**src/sv/itoa_pkg.sv**
```systemverilog
// ----------------------------------------------------------------------------
// itoa_pkg
// Shared types, constants and the binary to bcd step of the formatter.
// ----------------------------------------------------------------------------
package itoa_pkg;

    localparam int ValueW     = 32;
    localparam int DigitW     = 4;
    localparam int DecDigits  = 10;
    localparam int BcdW       = DecDigits * DigitW;
    localparam int CharW      = 7;
    localparam int StepBits   = 8;
    localparam int NumStages  = ValueW / StepBits;
    localparam int PtrW       = $clog2(DecDigits);
    localparam int HexDigits  = ValueW / DigitW;
    localparam int AddrW      = 3;
    localparam int DataW      = 32;
    localparam int Dec16Digits = 5;
    localparam int Hex16Digits = 4;
    localparam int PrefixLen  = 2;

    localparam logic [AddrW-3:0] RegHexLower = 1'b0;

    localparam logic [CharW-1:0] ChZero   = 7'h30;
    localparam logic [CharW-1:0] ChX      = 7'h78;
    localparam logic [CharW-1:0] ChUpperA = 7'h41;
    localparam logic [CharW-1:0] ChLowerA = 7'h61;

    typedef enum logic [2:0] {
        OP_DEC16     = 3'd0,
        OP_DEC16_PAD = 3'd1,
        OP_DEC32     = 3'd2,
        OP_DEC32_PAD = 3'd3,
        OP_HEX16_PFX = 3'd4,
        OP_HEX16_PAD = 3'd5,
        OP_HEX32_PFX = 3'd6,
        OP_NONE      = 3'd7
    } t_opcode;

    typedef struct packed {
        logic [BcdW-1:0]   bcd;
        logic [ValueW-1:0] value;
        t_opcode           opcode;
    } t_conv;

    // shift-add-3 over one byte of the binary value, msb first
    function automatic logic [BcdW-1:0] dabble_step(input logic [BcdW-1:0] bcd_in,
                                                    input logic [StepBits-1:0] bits);
        logic [BcdW-1:0] b;
        b = bcd_in;
        for (int i = StepBits - 1; i >= 0; i--) begin
            for (int d = 0; d < DecDigits; d++) begin
                if (b[d*DigitW +: DigitW] >= 4'd5) begin
                    b[d*DigitW +: DigitW] = b[d*DigitW +: DigitW] + 4'd3;
                end
            end
            b = {b[BcdW-2:0], bits[i]};
        end
        return b;
    endfunction

endpackage

```
**src/sv/itoa_bcd.sv**
```systemverilog
// ----------------------------------------------------------------------------
// itoa_bcd
// Pipelined binary to bcd conversion, one byte of the value per stage.
// ----------------------------------------------------------------------------
module itoa_bcd (
    input  logic                     i_clk,
    input  logic                     i_rst_n,
    input  logic                     i_valid,
    output logic                     o_ready,
    input  logic [31:0]              i_value,
    input  itoa_pkg::t_opcode        i_opcode,
    output logic                     o_valid,
    input  logic                     i_ready,
    output itoa_pkg::t_conv          o_conv
);
    import itoa_pkg::*;

    t_conv             r_stage [NumStages];
    logic [NumStages-1:0] r_vld;
    t_conv             n_stage [NumStages];
    logic [NumStages-1:0] w_src_vld;
    logic [NumStages-1:0] w_rdy;
    t_conv             w_src   [NumStages];
    t_conv             w_entry;

    // 16-bit forms see only the low half from here on
    always_comb begin
        w_entry.bcd    = '0;
        w_entry.opcode = i_opcode;
        case (i_opcode) inside
            OP_DEC16, OP_DEC16_PAD, OP_HEX16_PFX, OP_HEX16_PAD: begin
                w_entry.value = {{(ValueW-16){1'b0}}, i_value[15:0]};
            end
            default: begin
                w_entry.value = i_value;
            end
        endcase
    end

    always_comb begin
        w_src[0]     = w_entry;
        w_src_vld[0] = i_valid;
        for (int k = 1; k < NumStages; k++) begin
            w_src[k]     = r_stage[k-1];
            w_src_vld[k] = r_vld[k-1];
        end
        for (int k = 0; k < NumStages; k++) begin
            n_stage[k]     = w_src[k];
            n_stage[k].bcd = dabble_step(w_src[k].bcd,
                                         w_src[k].value[ValueW-1-k*StepBits -: StepBits]);
        end
    end

    always_comb begin
        w_rdy[NumStages-1] = !r_vld[NumStages-1] || i_ready;
        for (int k = NumStages - 2; k >= 0; k--) begin
            w_rdy[k] = !r_vld[k] || w_rdy[k+1];
        end
    end

    always_ff @(posedge i_clk) begin
        if (!i_rst_n) begin
            r_vld <= '0;
        end else begin
            for (int k = 0; k < NumStages; k++) begin
                if (w_rdy[k]) begin
                    r_vld[k] <= w_src_vld[k];
                end
            end
        end
    end

    always_ff @(posedge i_clk) begin
        for (int k = 0; k < NumStages; k++) begin
            if (w_rdy[k] && w_src_vld[k]) begin
                r_stage[k] <= n_stage[k];
            end
        end
    end

    assign o_ready = w_rdy[0];
    assign o_valid = r_vld[NumStages-1];
    assign o_conv  = r_stage[NumStages-1];

endmodule

```
**src/sv/itoa_ser.sv**
```systemverilog
// ----------------------------------------------------------------------------
// itoa_ser
// Character sequencer: prefix, then digits from the most significant shown.
// ----------------------------------------------------------------------------
module itoa_ser (
    input  logic                         i_clk,
    input  logic                         i_rst_n,
    input  logic                         i_valid,
    output logic                         o_ready,
    input  itoa_pkg::t_conv              i_conv,
    input  logic                         i_hex_lower,
    output logic                         o_valid,
    input  logic                         i_ready,
    output logic [itoa_pkg::CharW-1:0]   o_character,
    output logic                         o_last
);
    import itoa_pkg::*;

    logic              r_busy;
    logic [1:0]        r_pre;
    logic [PtrW-1:0]   r_ptr;
    logic [DigitW-1:0] r_dig [DecDigits];

    logic [DigitW-1:0] w_dig [DecDigits];
    logic [PtrW-1:0]   w_msd;
    logic [PtrW-1:0]   w_start;
    logic [1:0]        w_pre;
    logic              w_hex;
    logic              w_last;
    logic              w_load;
    logic [DigitW-1:0] w_cur;

    always_comb begin
        case (i_conv.opcode) inside
            OP_HEX16_PFX, OP_HEX16_PAD, OP_HEX32_PFX: w_hex = 1'b1;
            default:                                  w_hex = 1'b0;
        endcase
        for (int d = 0; d < DecDigits; d++) begin
            if (!w_hex) begin
                w_dig[d] = i_conv.bcd[d*DigitW +: DigitW];
            end else if (d < HexDigits) begin
                w_dig[d] = i_conv.value[d*DigitW +: DigitW];
            end else begin
                w_dig[d] = '0;
            end
        end
        // highest non-zero digit, the units digit when all are zero
        w_msd = '0;
        for (int d = 1; d < DecDigits; d++) begin
            if (w_dig[d] != '0) begin
                w_msd = PtrW'(d);
            end
        end
        case (i_conv.opcode)
            OP_DEC16_PAD: w_start = PtrW'(Dec16Digits - 1);
            OP_DEC32_PAD: w_start = PtrW'(DecDigits - 1);
            OP_HEX16_PAD: w_start = PtrW'(Hex16Digits - 1);
            default:      w_start = w_msd;
        endcase
        case (i_conv.opcode) inside
            OP_HEX16_PFX, OP_HEX32_PFX: w_pre = 2'(PrefixLen);
            default:                    w_pre = 2'd0;
        endcase
    end

    assign w_last  = (r_pre == 2'd0) && (r_ptr == '0);
    assign o_ready = !r_busy || (i_ready && w_last);
    assign w_load  = o_ready && i_valid;

    always_ff @(posedge i_clk) begin
        if (!i_rst_n) begin
            r_busy <= 1'b0;
            r_pre  <= 2'd0;
            r_ptr  <= '0;
        end else if (o_ready) begin
            r_busy <= i_valid && (i_conv.opcode != OP_NONE);
            r_pre  <= w_pre;
            r_ptr  <= w_start;
        end else if (i_ready) begin
            if (r_pre != 2'd0) begin
                r_pre <= r_pre - 2'd1;
            end else begin
                r_ptr <= r_ptr - PtrW'(1);
            end
        end
    end

    always_ff @(posedge i_clk) begin
        if (w_load) begin
            for (int d = 0; d < DecDigits; d++) begin
                r_dig[d] <= w_dig[d];
            end
        end
    end

    assign w_cur = r_dig[r_ptr];

    always_comb begin
        if (r_pre == 2'd2) begin
            o_character = ChZero;
        end else if (r_pre == 2'd1) begin
            o_character = ChX;
        end else if (w_cur <= 4'd9) begin
            o_character = ChZero + CharW'(w_cur);
        end else begin
            o_character = (i_hex_lower ? ChLowerA : ChUpperA) + CharW'(w_cur - 4'd10);
        end
    end

    assign o_valid = r_busy;
    assign o_last  = w_last;

endmodule

```
**src/sv/integer_to_ascii_formatter_top.sv**
```systemverilog
// ----------------------------------------------------------------------------
// integer_to_ascii_formatter_top
// Formats an unsigned value as decimal or hex ascii text, one character per item.
// ----------------------------------------------------------------------------
// A value enters a four-stage binary to bcd pipeline (one byte per stage) and
// can be taken every cycle while that pipeline has room. A character sequencer
// then sends one character per cycle while the output is ready: a value gives
// as many characters as it shows (1 to 10, the "0x" prefix included), and an
// unused opcode is dropped with no output. Register 0 at byte address 0 holds
// the hex letter case (bit 0: 0 upper, 1 lower); change it only while the
// block is idle.
module integer_to_ascii_formatter_top (
    input  logic                        i_clk,
    input  logic                        i_rst_n,
    input  logic                        i_valid,
    output logic                        o_ready,
    input  logic [31:0]                 i_value,
    input  logic [2:0]                  i_opcode,
    output logic                        o_valid,
    input  logic                        i_ready,
    output logic [6:0]                  o_character,
    output logic                        o_last,
    input  logic                        psel,
    input  logic                        penable,
    input  logic                        pwrite,
    input  logic [itoa_pkg::AddrW-1:0]  paddr,
    input  logic [itoa_pkg::DataW-1:0]  pwdata,
    output logic [itoa_pkg::DataW-1:0]  prdata,
    output logic                        pready
);
    import itoa_pkg::*;

    logic    r_hex_lower;
    logic    w_conv_valid;
    logic    w_conv_ready;
    t_conv   w_conv;

    assign pready = 1'b1;

    always_ff @(posedge i_clk) begin
        if (!i_rst_n) begin
            r_hex_lower <= 1'b0;
        end else if (psel && penable && pwrite && pready
                     && (paddr[AddrW-1:2] == RegHexLower)) begin
            r_hex_lower <= pwdata[0];
        end
    end

    always_comb begin
        unique case (paddr[AddrW-1:2])
            RegHexLower: prdata = {{(DataW-1){1'b0}}, r_hex_lower};
            default:     prdata = '0;
        endcase
    end

    itoa_bcd u_bcd (
        .i_clk    (i_clk),
        .i_rst_n  (i_rst_n),
        .i_valid  (i_valid),
        .o_ready  (o_ready),
        .i_value  (i_value),
        .i_opcode (t_opcode'(i_opcode)),
        .o_valid  (w_conv_valid),
        .i_ready  (w_conv_ready),
        .o_conv   (w_conv)
    );

    itoa_ser u_ser (
        .i_clk       (i_clk),
        .i_rst_n     (i_rst_n),
        .i_valid     (w_conv_valid),
        .o_ready     (w_conv_ready),
        .i_conv      (w_conv),
        .i_hex_lower (r_hex_lower),
        .o_valid     (o_valid),
        .i_ready     (i_ready),
        .o_character (o_character),
        .o_last      (o_last)
    );

endmodule
```
**config.mk**
```make
export PLATFORM = sky130hd
export DESIGN_NAME = integer_to_ascii_formatter_top
export DESIGN_NICKNAME = d
export VERILOG_FILES = /design/src/sv/itoa_pkg.sv /design/src/sv/itoa_bcd.sv /design/src/sv/itoa_ser.sv /design/src/sv/integer_to_ascii_formatter_top.sv
export SDC_FILE = /design/constraint.sdc
export NUM_CORES = 1
export LEC_CHECK = 0
export BUFFER_PORTS_ARGS = -buffer_cell sky130_fd_sc_hd__clkbuf_2
export CAP_MARGIN = 20
export CORE_ASPECT_RATIO = 1.75
export CORE_UTILIZATION = 40
export CTS_CLUSTER_DIAMETER = 100
export DETAILED_ROUTE_END_ITERATION = 8
export GPL_TIMING_DRIVEN = 0
export MAX_ROUTING_LAYER = met4
export PLACE_DENSITY = 0.56
export SYNTH_ARGS = -nofsm -noshare
export SYNTH_HDL_FRONTEND = slang
export SYNTH_SLANG_ARGS = --single-unit
export TNS_END_PERCENT = 50
```
**constraint.sdc**
```tcl
create_clock -name i_clk -period 9.15 [get_ports i_clk]
set_input_delay 1.3725 -clock i_clk [delete_from_list [all_inputs] [get_ports i_clk]]
set_output_delay 1.3725 -clock i_clk [all_outputs]
set_load 0.05 [all_outputs]
```
==> run summary <==
Crit path kind: reg2reg
Setup crit end kind: register
WL per Instance: 15.45 µm
GRT met2 Usage: 0.3873
Area added between synthesis and finish: 9.569%
DRT Pass-1 Iters: 5
Synth unique cells: 144
Most common cell on crit path: ha_1
Proportion of layout cells with a drive suffix above 1: 0.1330
Average vias per placed instance: 5.665
Most used DFF post-synth: edfxtp_1
Top Usage Layer GRT: met2
Design Area, Final: 0.03408 mm²
Critical Path Max Stage Delay: 0.55 ns
Core area: 0.07662 mm²
Synth top area cells: edfxtp_1 27%, ha_1 6.3%, nand2_1 3.8%
Largest net degree at the start of global routing: 37
Starting DRT DRC Count: 1103
Commonest cells after routing, fill and taps aside: 311 x nand2_1, 278 x edfxtp_1, 275 x nor2_1
Met1 Track Usage GR: 0.1866
CTS root buf: clkbuf_16
Num CTS Buffers: 35
Die area: 0.07892 mm²
All-Layer GR Usage: 0.1908
Cts hold-fix bufs: 0
Top-area cell type share of the netlist area: 0.2684
Number of synthesized flops with an enable pin: 278
Vias in the first global route: 26354
CTS sink count: 294
Initial Util: 0.4060
Leading area contributor after synthesis: edfxtp_1
Startpoint types: register
Post-route ant nets: 0
Initial antenna violation count: 0
Syn Area/Cell: 8.581 µm²
Met3 Use GR: 0.01456
Cell Area, Synth: 0.03110 mm²
CP Buf/Inv Count: 4
Data arrival, critical path: 8.76 ns
Endpoints failing hold: 0
Core Rows: 134
Final setup fails: 0
Final slew viol count: 0
Synth Instances: 3625
Clk_lat worst skew: 0.56 ns
Slew at the pin closest to its max-slew limit: 1.015 ns
Crit path time final: 8.450 ns
Sequential area share after synthesis: 0.2787
Clk pin slew, worst setup/hold paths: 0.06 ns
Syn. warnings: 0
Critical Path RT: 9.46 ns
Die Y: 370.9 µm
Worst-path fanout max: 7
Min-delay worst type: reg2reg
CTS tree: built
Dpl cell area: 0.03295 mm²
Routed via count: 27204
DP HPWL: 59570 µm
CP max-delay cell: or4_1
# IOs: 120
#FFs+latches synth: 294
Most common cell after layout, fill and taps aside: nand2_1
Fin crit share: 0.9235
RSZ-0062 raised after global routing: no
RD Place Congestion: 0.9018
Asr flop ratio synth: 0
# nets final: 3990
H-tree Lvls: 2
Post-Route Skew: 0.04136 ns
Rel. slew slack: 0.3056
Port bufs: 54
Grt total ovfl: 0
Status: finished, final reports clean
Global-route wire length before repair: 122900 µm
Ant. Diodes: 0
CP top delay family: compound AO/OA/AOI/OAI gates
Max-cap violations: 0
# DRC: 0
Drt total wl: 74190 µm
Die Wd: 212.8 µm
FMAX: 0.1183 GHz
Max Root-Sink Buffers: 3
==> worst register-to-register path: cells and delay by family, from the launching register on <==
kind | cells | cell delay, ns
xor gates and xnor gates | 2 | 0.61
and+or+nand+nor | 7 | 1.74
AOI/OAI and AO/OA | 13 | 3.06
buffers and inverters | 4 | 0.49
DFF | 1 | 0.43
muxes | 1 | 0.39
adders and majority gates | 6 | 1.49
==> stage by stage <==
stage                 util  cells  setup TNS [ns]  hold slack (ns)  worst slack [ns]
finish              0.4448   4802               0           0.4098            0.6999
global route        0.4448   4802               0           0.4151           0.02614
CTS                 0.4444   4800               0           0.4108            0.4488
detailed placement  0.4301   4737               0           0.4045            0.4753
global placement    0.4276   4729         -110.40           0.4003            -1.501
floorplan                -   3655               0           0.4003             1.353
==> synthesized netlist by cell type, types with 31 or more instances <==
library cell and n:
nor2b_1 42, a21o_1 51, buf_4 39, mux2_2 78, and2_1 69, a21oi_1 215
xnor2_1 74, a31oi_1 51, nand3_1 104, o22ai_1 54, ha_1 157, o21a_1 35
nand2b_1 70, or3_1 34, nand2_1 311, o21ai_1 52, nor2_1 275, edfxtp_1 278
clkbuf_1 69, mux2i_1 113, o211ai_1 56, nor3_1 101, inv_1 220, o21ai_0 211
a211oi_1 59, or2_2 31
==> cells by family after synthesis <==
family          share of synthesized area
compound gates                     0.2885
simple gates                       0.1928
buf+inv                           0.05290
flops                              0.2787
mux                               0.08218
fa+ha+maj                         0.06444
xor+xnor                          0.04027
other cells                     0.0002414
==> layer usage <==
layer | up-vias | part of all wire
li1 | 13971 | -
met1 | 12817 | 0.39
met2 | 305 | 0.57
met3 | 111 | 0.017
met4 | 0 | 0.026
met5 | - | 0
==> path summary, 6_finish.rpt <==
kind / start / slack [ns] / cells past startpoint / endpoint
setup / recovery: u_bcd.r_stage[1][47] / 0.70 / 33 / u_bcd.r_stage[2][58]
setup reg to reg: u_bcd.r_stage[1][47] / 0.70 / 33 / u_bcd.r_stage[2][58]
hold reg to reg: u_bcd.r_stage[0][9] / 0.41 / 0 / u_bcd.r_stage[1][9]
hold / removal: u_bcd.r_stage[0][9] / 0.41 / 0 / u_bcd.r_stage[1][9]
==> area by class of cell <==
type	count	area, µm²
fill	7648	42540
multi-input combinational	2976	20960
sequential	294	8668
tap	1020	1276
inverter	245	919.6
clock buffer	38	887.1
buffer	140	725.7
timing repair buffer	64	430.4
clock inverter	25	215.2
==> flip-flops by register name, summed over array words and instances (netlist names), named ones only <==
register / cells
u_bcd.r_stage: 238
u_ser.r_dig: 40
u_bcd.r_vld: 4
u_ser.r_ptr: 4
u_ser.r_pre: 2
r_hex_lower: 1
u_ser.o_valid: 1
==> what timing repair did <==
item                                    CTS  global route
resized for setup                         0             2
endpoints found under the setup margin    0             8
setup buffers                             0             2
Power is not shown: default switching activity piles up to over one toggle a cycle in this logic, so the estimate is an artifact.
